### config.mk
export PLATFORM = sky130hd
export DESIGN_NAME = text_command_line_parser
export DESIGN_NICKNAME = d
export VERILOG_FILES = /design/src/design/tclp_pkg.sv /design/src/design/tclp_kw_unit.sv /design/src/design/tclp_parse.sv /design/src/design/text_command_line_parser.sv
export SDC_FILE = /design/constraint.sdc
export NUM_CORES = 1
export LEC_CHECK = 0
export BUFFER_PORTS_ARGS = -buffer_cell sky130_fd_sc_hd__buf_2
export CORE_MARGIN = 2
export CORE_UTILIZATION = 40
export CTS_BUF_LIST = sky130_fd_sc_hd__clkbuf_4 sky130_fd_sc_hd__clkbuf_8
export DETAILED_ROUTE_END_ITERATION = 6
export PLACE_DENSITY_LB_ADDON = 0.2
export SLEW_MARGIN = 20
export SYNTH_ARGS = -nofsm -noshare
export SYNTH_HDL_FRONTEND = slang
export SYNTH_HIERARCHICAL = 1
export SYNTH_SLANG_ARGS = --single-unit
export TNS_END_PERCENT = 30
### constraint.sdc
create_clock -name clk -period 7.12 [get_ports clk]
set_input_delay 2.136 -clock clk [delete_from_list [all_inputs] [get_ports clk]]
set_output_delay 2.136 -clock clk [all_outputs]
set_load 0.05 [all_outputs]
### src/design/tclp_pkg.sv
// ----------------------------------------------------------------------------
// tclp_pkg
// types, keyword tables and character helpers of the command line parser
// ----------------------------------------------------------------------------
package tclp_pkg;

  typedef enum logic [2:0] {
    CMD_NONE     = 3'd0,
    CMD_PING     = 3'd1,
    CMD_SEARCH   = 3'd2,
    CMD_STORE    = 3'd3,
    CMD_SHUTDOWN = 3'd4
  } cmd_t;

  typedef enum logic [3:0] {
    PH_LEAD = 4'b0001,
    PH_VERB = 4'b0010,
    PH_GAP  = 4'b0100,
    PH_ARG  = 4'b1000
  } phase_t;

  localparam int          KW_NUM     = 4;
  localparam int          KW_MAX_LEN = 8;
  localparam logic [7:0]  CHAR_NUL   = 8'h00;
  localparam logic [7:0]  CHAR_LF    = 8'h0a;
  localparam logic [7:0]  CHAR_CR    = 8'h0d;

  // upper-case spelling of each verb, padded with zeros
  localparam logic [7:0] KW_TEXT [KW_NUM][KW_MAX_LEN] = '{
    '{"P", "I", "N", "G", 8'h00, 8'h00, 8'h00, 8'h00},
    '{"S", "E", "A", "R", "C", "H", 8'h00, 8'h00},
    '{"S", "T", "O", "R", "E", 8'h00, 8'h00, 8'h00},
    '{"S", "H", "U", "T", "D", "O", "W", "N"}
  };
  localparam logic [3:0] KW_LEN [KW_NUM] = '{4'd4, 4'd6, 4'd5, 4'd8};

  typedef struct packed {
    logic       arg_write;
    logic [7:0] arg_char;
    logic [7:0] arg_index;
    logic       done_res;
    cmd_t       command_type;
    logic       parse_ok;
    logic       cmd_valid;
    logic [7:0] arg_length;
  } res_t;

  function automatic logic is_ws(input logic [7:0] c);
    return (c == 8'd32) || ((c >= 8'd9) && (c <= 8'd13));
  endfunction

  function automatic logic [7:0] to_upper(input logic [7:0] c);
    return ((c >= 8'd97) && (c <= 8'd122)) ? (c - 8'd32) : c;
  endfunction

endpackage

### src/design/tclp_kw_unit.sv
// ----------------------------------------------------------------------------
// tclp_kw_unit
// per-keyword match tracking for one verb character, and verb decode
// ----------------------------------------------------------------------------
module tclp_kw_unit import tclp_pkg::*; #(
  parameter int VW = 5
) (
  input  logic [KW_NUM-1:0] match_i,
  input  logic [VW-1:0]     vcnt_i,
  input  logic [7:0]        chr_i,
  output logic [KW_NUM-1:0] match_o,
  input  logic [KW_NUM-1:0] fin_match_i,
  input  logic [VW-1:0]     fin_vcnt_i,
  output cmd_t              cmd_o
);

  logic [7:0] up_chr;

  assign up_chr = to_upper(chr_i);

  always_comb begin
    for (int k = 0; k < KW_NUM; k++) begin
      // past the keyword length nothing can match
      if (vcnt_i >= VW'(KW_LEN[k])) begin
        match_o[k] = 1'b0;
      end else begin
        match_o[k] = match_i[k] && (KW_TEXT[k][vcnt_i[2:0]] == up_chr);
      end
    end
  end

  always_comb begin
    cmd_o = CMD_NONE;
    for (int k = 0; k < KW_NUM; k++) begin
      if (fin_match_i[k] && (fin_vcnt_i == VW'(KW_LEN[k]))) begin
        cmd_o = cmd_t'(3'(k + 1));
      end
    end
  end

endmodule

### src/design/tclp_parse.sv
// ----------------------------------------------------------------------------
// tclp_parse
// line state registers and the single-pass next-state and result logic
// ----------------------------------------------------------------------------
module tclp_parse import tclp_pkg::*; #(
  parameter int LINE_BYTES = 1024,
  parameter int VERB_BYTES = 32,
  parameter int ARG_BYTES  = 256
) (
  input  logic       clk,
  input  logic       rst_n,
  input  logic       step,
  input  logic [7:0] chr,
  input  logic       last,
  output res_t       res
);

  localparam int LW = $clog2(LINE_BYTES);
  localparam int VW = $clog2(VERB_BYTES);
  localparam int AW = $clog2(ARG_BYTES);
  localparam logic [LW-1:0] LINE_LIM = LW'(LINE_BYTES - 1);
  localparam logic [VW-1:0] VERB_LIM = VW'(VERB_BYTES - 1);
  localparam logic [AW-1:0] ARG_LIM  = AW'(ARG_BYTES - 1);

  phase_t            phase_r, phase_nxt;
  logic [LW-1:0]     line_cnt_r, line_cnt_nxt;
  logic [VW-1:0]     verb_cnt_r, verb_cnt_nxt;
  logic [KW_NUM-1:0] match_r, match_nxt, match_upd;
  logic [AW-1:0]     seen_r, seen_nxt;
  logic [AW-1:0]     kept_r, kept_nxt;
  logic              term_r, term_nxt;
  logic              ws;
  logic              handled;
  cmd_t              fin_cmd;
  logic [AW+7:0]     seen_ext;
  logic [AW+7:0]     kept_ext;

  tclp_kw_unit #(.VW(VW)) u_kw (
    .match_i     (match_r),
    .vcnt_i      (verb_cnt_r),
    .chr_i       (chr),
    .match_o     (match_upd),
    .fin_match_i (match_nxt),
    .fin_vcnt_i  (verb_cnt_nxt),
    .cmd_o       (fin_cmd)
  );

  assign ws       = is_ws(chr);
  assign seen_ext = {8'd0, seen_r};
  assign kept_ext = {8'd0, kept_nxt};

  always_comb begin
    phase_nxt    = phase_r;
    line_cnt_nxt = line_cnt_r;
    verb_cnt_nxt = verb_cnt_r;
    match_nxt    = match_r;
    seen_nxt     = seen_r;
    kept_nxt     = kept_r;
    term_nxt     = term_r;
    handled      = 1'b0;
    res          = '0;

    if (!term_r && (line_cnt_r < LINE_LIM)) begin
      if (chr == CHAR_NUL) begin
        term_nxt = 1'b1;
      end else begin
        line_cnt_nxt = line_cnt_r + 1'b1;
        // phases fall through within one character
        if (phase_nxt == PH_LEAD) begin
          if (ws) begin
            handled = 1'b1;
          end else begin
            phase_nxt = PH_VERB;
          end
        end
        if (!handled && (phase_nxt == PH_VERB)) begin
          if (!ws && (verb_cnt_r < VERB_LIM)) begin
            match_nxt    = match_upd;
            verb_cnt_nxt = verb_cnt_r + 1'b1;
            handled      = 1'b1;
          end else begin
            phase_nxt = PH_GAP;
          end
        end
        if (!handled && (phase_nxt == PH_GAP)) begin
          if (ws) begin
            handled = 1'b1;
          end else begin
            phase_nxt = PH_ARG;
          end
        end
        if (!handled && (phase_nxt == PH_ARG)) begin
          if (seen_r < ARG_LIM) begin
            res.arg_write = 1'b1;
            res.arg_char  = chr;
            res.arg_index = seen_ext[7:0];
          end
          // trailing cr/lf do not count toward the length
          if ((chr != CHAR_LF) && (chr != CHAR_CR)) begin
            kept_nxt = (seen_r == ARG_LIM) ? ARG_LIM : (seen_r + 1'b1);
          end
          // saturating at the buffer limit; it also gives the argument index and length
          if (seen_r != ARG_LIM) begin
            seen_nxt = seen_r + 1'b1;
          end
        end
      end
    end

    if (last) begin
      res.done_res     = 1'b1;
      res.command_type = fin_cmd;
      res.parse_ok     = (fin_cmd != CMD_NONE);
      if ((fin_cmd == CMD_SEARCH) || (fin_cmd == CMD_STORE)) begin
        res.cmd_valid = (kept_nxt != '0);
      end else begin
        res.cmd_valid = (fin_cmd != CMD_NONE);
      end
      res.arg_length = kept_ext[7:0];
    end
  end

  always_ff @(posedge clk) begin
    if (!rst_n) begin
      phase_r    <= PH_LEAD;
      line_cnt_r <= '0;
      verb_cnt_r <= '0;
      match_r    <= '1;
      seen_r     <= '0;
      kept_r     <= '0;
      term_r     <= 1'b0;
    end else if (step) begin
      if (last) begin
        phase_r    <= PH_LEAD;
        line_cnt_r <= '0;
        verb_cnt_r <= '0;
        match_r    <= '1;
        seen_r     <= '0;
        kept_r     <= '0;
        term_r     <= 1'b0;
      end else begin
        phase_r    <= phase_nxt;
        line_cnt_r <= line_cnt_nxt;
        verb_cnt_r <= verb_cnt_nxt;
        match_r    <= match_nxt;
        seen_r     <= seen_nxt;
        kept_r     <= kept_nxt;
        term_r     <= term_nxt;
      end
    end
  end

endmodule

### src/design/text_command_line_parser.sv
// ----------------------------------------------------------------------------
// text_command_line_parser
// streaming parser for one text command line, one byte per item
// ----------------------------------------------------------------------------
// usage:
//   in_*  channel: one line byte per item (in_byte, in_last marks the end).
//   out_* channel: exactly one result item per input item, in order.
//   a result carries an argument character with its index when the byte
//   belongs to the argument within the buffer cap; the result for the last byte also carries the
//   command type, parse_ok, cmd_valid and the trimmed argument length.
// order: a byte is held in the input register, then its result is captured in the result register and offered.
// throughput: one byte per cycle while out_ready stays high; the input
//   register feeds the combinational parse logic into the result register.
// stall: while out_ready is low the result register holds; the input
//   register takes one more byte only if it is empty, then in_ready drops until the
//   result moves on.
// reset: synchronous active-low rst_n empties both registers and returns
//   the line state to leading-whitespace skip; no clearing pass is needed.
// ----------------------------------------------------------------------------
module text_command_line_parser import tclp_pkg::*; #(
  parameter int LINE_BYTES = 1024,
  parameter int VERB_BYTES = 32,
  parameter int ARG_BYTES  = 256
) (
  input  logic       clk,
  input  logic       rst_n,
  input  logic       in_valid,
  output logic       in_ready,
  input  logic [7:0] in_byte,
  input  logic       in_last,
  output logic       out_valid,
  input  logic       out_ready,
  output logic       out_arg_write,
  output logic [7:0] out_arg_char,
  output logic [7:0] out_arg_index,
  output logic       out_done_res,
  output logic [2:0] out_command_type,
  output logic       out_parse_ok,
  output logic       out_cmd_valid,
  output logic [7:0] out_arg_length
);

  logic       in_vld_r;
  logic [7:0] byte_r;
  logic       last_r;
  logic       out_vld_r;
  res_t       res_r;
  res_t       res_nxt;
  logic       advance;

  assign advance  = in_vld_r && (!out_vld_r || out_ready);
  assign in_ready = !in_vld_r || advance;

  tclp_parse #(
    .LINE_BYTES (LINE_BYTES),
    .VERB_BYTES (VERB_BYTES),
    .ARG_BYTES  (ARG_BYTES)
  ) u_parse (
    .clk   (clk),
    .rst_n (rst_n),
    .step  (advance),
    .chr   (byte_r),
    .last  (last_r),
    .res   (res_nxt)
  );

  always_ff @(posedge clk) begin
    if (!rst_n) begin
      in_vld_r  <= 1'b0;
      out_vld_r <= 1'b0;
    end else begin
      if (in_ready) begin
        in_vld_r <= in_valid;
      end
      if (advance) begin
        out_vld_r <= 1'b1;
      end else if (out_ready) begin
        out_vld_r <= 1'b0;
      end
    end
  end

  always_ff @(posedge clk) begin
    if (in_valid && in_ready) begin
      byte_r <= in_byte;
      last_r <= in_last;
    end
    if (advance) begin
      res_r <= res_nxt;
    end
  end

  assign out_valid        = out_vld_r;
  assign out_arg_write    = res_r.arg_write;
  assign out_arg_char     = res_r.arg_char;
  assign out_arg_index    = res_r.arg_index;
  assign out_done_res     = res_r.done_res;
  assign out_command_type = res_r.command_type;
  assign out_parse_ok     = res_r.parse_ok;
  assign out_cmd_valid    = res_r.cmd_valid;
  assign out_arg_length   = res_r.arg_length;

endmodule

# Yosys cells after proc, flatten, opt, wreduce, memory -nomap -nowiden
# Memories as Yosys holds them, arrays and structs flattened.
# Cells that the tools add are included.
# word_totals
register_bits	82
romBits	256
memories	4
# mem_list
memory	words	word_bits	rd	rd_ports_with_merged_regs	write_ports	line	text
(name not given)	8	8	1	0	0	tclp_kw_unit.sv:27	match_o[k] = match_i[k] && (KW_TEXT[k][vcnt_i[2:0]] == up_chr);
(name not given)	8	8	1	0	0	tclp_kw_unit.sv:27	
(name not given)	8	8	1	0	0	tclp_kw_unit.sv:27	
(name not given)	8	8	1	0	0	tclp_kw_unit.sv:27	
# op_classes
addsub	4
n_lt_le_gt_ge	12
eq_ne	20
mux	76
bitwise_logic	4
reduce_logical	42
# op_table
operator	n
8-bit two-way mux	20
4-bit two-way mux	20
8-bit equality test	4
10-bit two-way mux	3
5-bit two-way mux	5
1-bit two-way mux	23
1-bit logical AND	18
17-bit two-way mux	1
8-bit by 4-bit != test with 1-bit output, second input constant	2
5-bit by 3-bit equality test with 1-bit output, second input constant	3
5-bit by 3-bit greater-or-equal comparator with 1-bit output, second input constant	3
14-bit two-way mux	1
10-bit by 1-bit adder with 10-bit output, second input constant	1
10-bit < comparator, second input constant	1
2-bit nonzero test	5
3-bit two-way mux	3
8-bit by 1-bit adder with 8-bit output, second input constant	1
8-bit by 6-bit equality test with 1-bit output, second input constant	1
8-bit equality test, second input constant	1
8-bit by 4-bit greater-or-equal comparator with 1-bit output, second input constant	1
8-bit by 7-bit greater-or-equal comparator with 1-bit output, second input constant	1
8-bit by 4-bit less-or-equal comparator with 1-bit output, second input constant	1
8-bit by 7-bit less-or-equal comparator with 1-bit output, second input constant	1
8-bit logical NOT	1
24 further kinds	37

# Logic depth before layout (Yosys ltp)
# Gate-level depths: netlist of run 1.
# logic_depth
word_depth	25
ltp_mapped	17
mapped_depth_nobuf	16

# Hierarchy
# Netlist of run 1, hierarchy kept.
# modules_own_cells
module	n_inst	cells_per_inst	area_each_um2
tclp_parse	1	347	2722.6
text_command_line_parser	1	49	1305.0
tclp_kw_unit	1	101	698.2

# Worst setup path after synthesis of run 1
# Ideal clock, no wire load.
# synth_path
path_type	input port to flip-flop
from	in out_ready
to	reg u_parse.phase_r[2]
setup_ps	58
arrival_time_ps	4955
required_time_ps	7062
slack_ps	2107
stages	9
path_cell_list	nor2b_4 -> nor2b_1 -> clkbuf_1 -> inv_2 -> nor2_1 -> and3_1 -> nand2b_1 -> a2111oi_0 -> o21a_1
# synth_via
elab_chain_cells	3
# synth_rtl
item	line	text
start: declaration	text_command_line_parser.sv:32	input logic out_ready,
1-bit logical OR	text_command_line_parser.sv:51	assign advance = in_vld_r && (!out_vld_r || out_ready);
1-bit logical AND	text_command_line_parser.sv:51	
via advance	text_command_line_parser.sv:49	logic advance;
3-bit AND reduction (no source line)	--	
end signal: assignment	tclp_parse.sv:142	phase_r <= phase_nxt;
end: declaration	tclp_parse.sv:25	phase_t phase_r, phase_nxt;
# The timed path passes the listed nets, and every way through them passes these cells.
# A chain may end at the register's enable or synchronous reset.

# Final worst setup path of run 1
# layout_path
from	in out_ready
to	out in_ready
# layout_via
elab_chain_cells	3
# layout_rtl
item	line	text
1-bit logical OR	text_command_line_parser.sv:51	
1-bit logical AND	text_command_line_parser.sv:51	
1-bit logical OR	text_command_line_parser.sv:52	assign in_ready = !in_vld_r || advance;
end: declaration	text_command_line_parser.sv:28	output logic in_ready,
# No other way between the ends.

==> flow_metrics.env, run 1 <==
export IMPL_status="complete, no violations"
export IMPL_cp_startpoint="out_ready"
export IMPL_reg2reg_slack_ns=2.97
export IMPL_die_w_um=113
export IMPL_viasPerCell=5.64
export IMPL_ant_nets=0
export IMPL_core_region_area_um2=11500
export IMPL_synth_edf_count=40
export IMPL_routedWlPerCell_um=15.9
export IMPL_required_ns=4.98
export IMPL_worst_slack_ns=2.35
export IMPL_holdBufCountCts=0
export IMPL_critPathLaunchType="primary input"
export IMPL_drt_initial_drc_count=193
export IMPL_vias=3756
export IMPL_drc=0
export IMPL_crit_top_cell="buf_2"
export IMPL_yosys_register_bits=82
export IMPL_worstPathCellList="buf_2, nand3b_4, buf_2"
export IMPL_cp_max_fo=2
export IMPL_ys_seq_area_share_pct=43.2
export IMPL_maxSlewViolCount=0
export IMPL_areaGrowthSynthToFinish_pct=8.74
export IMPL_hpwl_um=7180
export IMPL_die_area_um2=12700
export IMPL_synth_ff_type="dfxtp_1"
export IMPL_ctsLongestPathBuffers=2
export IMPL_setup_viol=0
export IMPL_cp_endpoint="in_ready"
export IMPL_critPathArrivalTime_ns=2.63
export IMPL_cts_setup_buffers=0
export IMPL_ios=46
export IMPL_grt_pass1_wl_um=17600
export IMPL_avgSynthCellArea_um2=9.51
export IMPL_utilization_pct=44.8
export IMPL_dp_cells=650
export IMPL_yosysTopAreaCell="edfxtp_1"
export IMPL_grt_pass1_vias=3579
export IMPL_initial_core_util_pct=41.2
export IMPL_rr_startpoint="byte_r[1]"
export IMPL_yosysMostFrequentCell="nand2_1"
export IMPL_cts_tree="done"
export IMPL_grt_antenna_before_repair=0
export IMPL_drt_total_wl_um=10600
export IMPL_synth_cells=497
export IMPL_cp_end_kind="primary output"
export IMPL_fin_crit_ns=4.77
export IMPL_grt_start_max_net_pins=48
export IMPL_power_density_nw_per_um2=191
export IMPL_r2r_end="out_cmd_valid"
export IMPL_yosys_warnings=6
export IMPL_cts_num_sinks=82
export IMPL_worstHoldPathType="reg2reg"
export IMPL_critPathTopFamily="buffers and inverters"
export IMPL_synth_cell_types=79
export IMPL_drtPass1Iterations=5
export IMPL_syn_nets=520
export IMPL_chipHeight_um=113
export IMPL_clk_pin_slew_ns=0.08
export IMPL_root_buffer="clkbuf_8"
export IMPL_numCtsBuffers=9
export IMPL_grt_overflow=0
export IMPL_slowest_stage="buf_2"
export IMPL_rsz0062_at_grt="false"
export IMPL_cp_slowest_stage_delay_ns=0.26
export IMPL_nNetsFinal=541
export IMPL_row_count=39
export IMPL_timing_final_crit_share_pct=67.0
export IMPL_worstMarginPinSlew_ns=0.893
export IMPL_path_class="in2out"
export IMPL_crit_buf_inv=2
export IMPL_cts_resized=0
export IMPL_reg2regPathDepth=12
export IMPL_fillers=1113
export IMPL_h_tree_depth=3
export IMPL_finalHoldViolations=0
export IMPL_routabilityCongestion=0.843
export IMPL_numPortBuffers=45
export IMPL_p_leak_nw=1.85
export IMPL_slew_headroom_pct=40.4
export IMPL_clock_latency_ns=0.37
export IMPL_synthArstFlopShare_pct=0
export IMPL_synthTopCellsByCount="nand2_1, dfxtp_1, nor2_1, edfxtp_1, xnor2_1"
export IMPL_fin_skew_ns=0.0157
export IMPL_netlist_area_um2=4730
export IMPL_vdd_drop_max_mv=0.102
export IMPL_grt_use_total_pct=17.1
export IMPL_drv_cap=0
export IMPL_yosys_top_cells_area="edfxtp_1, dfxtp_1, xnor2_1, nand2_1, nor2_1"
export IMPL_final_cells=666
export IMPL_antennaDiodeCount=0
export IMPL_path_depth=3
export IMPL_dpl_worst_slack_ns=2.35
export IMPL_timing_setup_tns_ns=0
export IMPL_drive_gt1_share_pct=15.9
export IMPL_synth_top_area_share_pct=25.4
export IMPL_timing_fmax_ghz=0.210
-- layout by cell type, fill, tap and decap left out, drive strengths merged, types with 4 or more instances in the layout --
| master | count |
|---|---|
| dfxtp | 42 |
| inv | 23 |
| or4 | 4 |
| nor2b | 7 |
| nor4 | 9 |
| and2 | 20 |
| xor2 | 6 |
| edfxtp | 40 |
| nand3b | 5 |
| nor2 | 41 |
| a2111oi | 4 |
| mux2 | 5 |
| o22ai | 9 |
| xnor2 | 27 |
| nand3 | 12 |
| clkbuf | 10 |
| a211o | 5 |
| o21a | 6 |
| nand2b | 9 |
| a311oi | 5 |
| ha | 10 |
| nor3 | 16 |
| and4 | 6 |
| a21oi | 24 |
| mux2i | 5 |
| and3 | 7 |
| buf | 47 |
| o21ai | 7 |
| nand2 | 47 |
| a31oi | 11 |
| nand4 | 4 |
| o32a | 5 |
| nor4b | 4 |
-- final cells by class --
cell class	instances	area [µm²]	share of cell area, %
clock buffers	10	131	2.56
clock inverters	6	73.8	1.44
inverters	20	75.1	1.46
multi-input cells	358	2400	46.7
flip-flops and latches	82	2040	39.7
well taps	143	179	3.48
repair buffers	47	240	4.67
-- power by group --
group | internal (mW) | switching [mW]
clock network | 0.171 | 0.181
registers | 0.507 | 0.0173
logic | 0.0353 | 0.0719
total | 0.713 | 0.270
-- kinds of logic after synthesis --
group                    Yosys count  share of synthesized area (%)
flip-flops                        82                           43.2
AND/OR/NAND/NOR                  201                           23.3
buffers and inverters             57                           6.22
XOR/XNOR                          33                           6.12
adder cells (fa/ha/maj)           10                           2.65
AO/OA/AOI/OAI                    104                           16.2
multiplexers                      10                           2.33
-- metal layers --
layer,vias to the layer above,GRT usage (%),routed length (µm)
met5,-,0,0
li1,1864,-,-
met3,8,3.54,604
met2,112,27.1,4840
met1,1772,23.5,5080
met4,0,5.53,98
-- flip-flops by register name, summed over array words and instances (netlist names), 4 cells and up --
signal,flops
byte_r,8
out_arg_char,8
out_arg_index,8
out_arg_length,8
u_parse/kept_r,8
u_parse/line_cnt_r,10
u_parse/match_r,4
u_parse/phase_r,4
u_parse/seen_r,8
u_parse/verb_cnt_r,5
-- per-stage QoR --
step / hold WS [ns] / total power, mW / instance area (µm²)
3_3_place_gp: 0.457 / 0.639 / 4930
6_report: 0.484 / 0.983 / 5140
4_1_cts: 0.487 / 0.994 / 5140
3_5_place_dp: 0.462 / 0.641 / 4930
5_1_grt: 0.507 / 1.03 / 5140
2_1_floorplan: 0.441 / 0.621 / 4730
-- worst reg2reg max path, delay by kind of cell, from the launching register on --
kind	cells	cell delay, ns
flops	1	0.68
compound gates	4	0.87
mux	1	0.38
simple gates	7	1.98
-- how the worst min path moves through the flow --
stage	start	endpoint	slack, ns	cells after the start
2_1_floorplan	u_parse/term_r	u_parse/term_r	0.44	2
3_3_place_gp	u_parse/term_r	u_parse/term_r	0.46	2
3_5_place_dp	u_parse/term_r	u_parse/term_r	0.46	2
4_1_cts	u_parse/term_r	u_parse/term_r	0.49	2
5_1_grt	u_parse/term_r	u_parse/term_r	0.51	2
6_report	u_parse/term_r	u_parse/term_r	0.48	2
No activity file was read; power rests on OpenSTA's default activity.
==> run 2: changes to the inputs <==
Clock period 7.12 ns to 4.1 ns, I/O delays scaled along.
==> run 2 against run 1 <==
Compared with the run above:
- utilization grew 0.33 points
- wire length up 3.9%
- clock power is 60% higher
- die area did not move
- clock skew shrank 0.0012 ns
- via count grew 1.3%
- worst setup slack got worse by 2.0 ns
- critical endpoint is now out_cmd_valid
- register-to-register slack worse by 2.6 ns
- first-iteration DRC count fell by 4.1%
- hold slack lost 0.0041 ns
- global-route usage is 0.77 points higher
- critical path depth is 11 higher
==> flow_metrics.env, run 2 (synthesis gave the netlist of run 1 again) <==
export IMPL_status="complete, no violations"
export IMPL_routedWlPerCell_um=16.4
export IMPL_worstHoldPathType="reg2reg"
export IMPL_timing_final_crit_share_pct=91.5
export IMPL_p_comb_share_pct=11.9
export IMPL_rsz0062_at_grt="false"
export IMPL_largest_reg_flops=10
export IMPL_slowest_stage="a2111oi_2"
export IMPL_drv_cap=0
export IMPL_cp_max_fo=9
export IMPL_antennaDiodeCount=0
export IMPL_drt_initial_drc_count=185
export IMPL_worstMarginPinSlew_ns=0.988
export IMPL_drt_total_wl_um=11000
export IMPL_p_switching_mw=0.476
export IMPL_drc=0
export IMPL_worstPathCellList="inv_1, ha_1, nor2b_1, o221ai_1, a2111oi_2, nand2b_1, nor4_1, mux2_2, a31oi_1, nor3_1, nand2b_1, or4_1, o41ai_1, a21boi_1"
export IMPL_fillers=1105
export IMPL_grt_antenna_before_repair=0
export IMPL_maxSlewViolCount=0
export IMPL_power_density_nw_per_um2=322
export IMPL_path_class="reg2reg"
export IMPL_holdBufCountCts=0
export IMPL_grt_pass1_vias=3603
export IMPL_cts_num_sinks=82
export IMPL_h_tree_depth=3
export IMPL_vdd_drop_max_mv=0.171
export IMPL_viasPerCell=5.66
export IMPL_hpwl_um=7420
export IMPL_clkPwrFrac_pct=33.9
export IMPL_p_seq_share_pct=54.2
export IMPL_drive_gt1_share_pct=17.4
export IMPL_routabilityCongestion=0.800
export IMPL_die_area_um2=12700
export IMPL_drtPass1Iterations=5
export IMPL_final_common_cell="nand2_1"
export IMPL_grt_use_total_pct=17.9
export IMPL_timing_fmax_ghz=0.267
export IMPL_clk_pin_slew_ns=0.09
export IMPL_fin_skew_ns=0.0145
export IMPL_fin_crit_ns=3.75
export IMPL_critPathLaunchType="register"
export IMPL_grt_start_max_net_pins=47
export IMPL_cp_slowest_stage_delay_ns=0.55
export IMPL_ios=46
export IMPL_timing_setup_tns_ns=0
export IMPL_p_leak_nw=1.88
export IMPL_required_ns=4.22
export IMPL_critPathTopFamily="simple AND/OR/NAND/NOR gates"
export IMPL_cp_end_kind="register"
export IMPL_critPathArrivalTime_ns=3.87
export IMPL_whs_ns=0.480
export IMPL_numPortBuffers=45
export IMPL_chipHeight_um=113
export IMPL_vias=3806
export IMPL_initial_core_util_pct=41.2
export IMPL_cts_tree="done"
export IMPL_top_register="u_parse/line_cnt_r"
export IMPL_internal_power_mw=1.19
export IMPL_finalHoldViolations=0
export IMPL_row_count=39
export IMPL_crit_top_cell="nand2b_1"
export IMPL_slew_headroom_pct=34.2
export IMPL_numCtsBuffers=9
export IMPL_nNetsFinal=548
export IMPL_die_w_um=113
export IMPL_power_switching_share_pct=28.6
export IMPL_core_region_area_um2=11500
export IMPL_crit_buf_inv=1
export IMPL_ant_nets=0
export IMPL_grt_overflow=0
export IMPL_setup_viol=0
export IMPL_clock_latency_ns=0.38
export IMPL_grt_pass1_wl_um=18200
export IMPL_root_buffer="clkbuf_8"
export IMPL_areaGrowthSynthToFinish_pct=9.53
export IMPL_ctsLongestPathBuffers=2
export IMPL_final_cell_mix="nand2_1, buf_2, dfxtp_1, nor2_1, edfxtp_1"
## run 2: cell count changes in the layout (fill, tap and decap cells not counted), sizes merged
| cell | change |
|---|---|
| buf | +7 |
| bufinv | -1 |
| inv | +1 |
## run 2: power by group through the flow
| stage | Clock, mW | Combinational (mW) | Sequential, mW |
|---|---|---|---|
| 6_report | 0.564 | 0.198 | 0.904 |
| 5_1_grt | 0.609 | 0.214 | 0.908 |
| 4_1_cts | 0.580 | 0.192 | 0.906 |
| 3_5_place_dp | 0 | 0.191 | 0.925 |
| 3_3_place_gp | 0 | 0.191 | 0.924 |
| 2_1_floorplan | 0 | 0.124 | 0.954 |
## run 2: cell type report
class,instances,area (µm²),area share [%]
Clock buffer,10,138,2.66
Timing Repair Buffer,54,293,5.66
Multi-Input combinational cell,358,2400,46.4
Tap cell,143,179,3.46
Sequential cell,82,2040,39.4
Clock inverter,6,47.5,0.919
Inverter,20,75.1,1.45
## run 2: metal layers
metal | part of all wire, % | track usage (%) | wire [µm]
met1 | 48 | 25.4 | 5250
met2 | 45 | 26.9 | 4920
met3 | 5.6 | 3.00 | 614
met4 | 2.3 | 7.89 | 249
met5 | 0 | 0 | 0
## run 2: path summary, 6_finish.rpt
check / start / to / slack [ns] / cells past startpoint
min reg2reg: u_parse/term_r / u_parse/term_r / 0.48 / 2
min: u_parse/term_r / u_parse/term_r / 0.48 / 2
max: byte_r[5] / out_cmd_valid / 0.35 / 14
max reg2reg: byte_r[5] / out_cmd_valid / 0.35 / 14
## run 2: repair_timing
item,4_1_cts,5_1_grt
resized for setup,0,2
endpoints found under the setup margin,0,1
buffers inserted,0,3
## run 2: metrics by stage
| step | area [µm²] | instances | total power [mW] | setup slack (ns) | util [%] |
|---|---|---|---|---|---|
| 2_1_floorplan | 4730 | 497 | 1.08 | 0.578 | - |
| 3_3_place_gp | 4960 | 654 | 1.12 | 0.367 | 43.3 |
| 3_5_place_dp | 4960 | 654 | 1.12 | 0.244 | 43.3 |
| 4_1_cts | 5150 | 670 | 1.68 | 0.189 | 44.9 |
| 5_1_grt | 5180 | 673 | 1.73 | 0.0115 | 45.1 |
| 6_report | 5180 | 673 | 1.67 | 0.348 | 45.1 |
## run 2: worst reg2reg max path, stage by stage (launching register included)
cell and delay, ns:
edfxtp_1 0.53, inv_1 0.09, ha_1 0.20, nor2b_1 0.12, o221ai_1 0.16, a2111oi_2 0.55, nand2b_1 0.15, nor4_1 0.30
mux2_2 0.22, a31oi_1 0.08, nor3_1 0.19, nand2b_1 0.11, or4_1 0.41, o41ai_1 0.32, a21boi_1 0.10
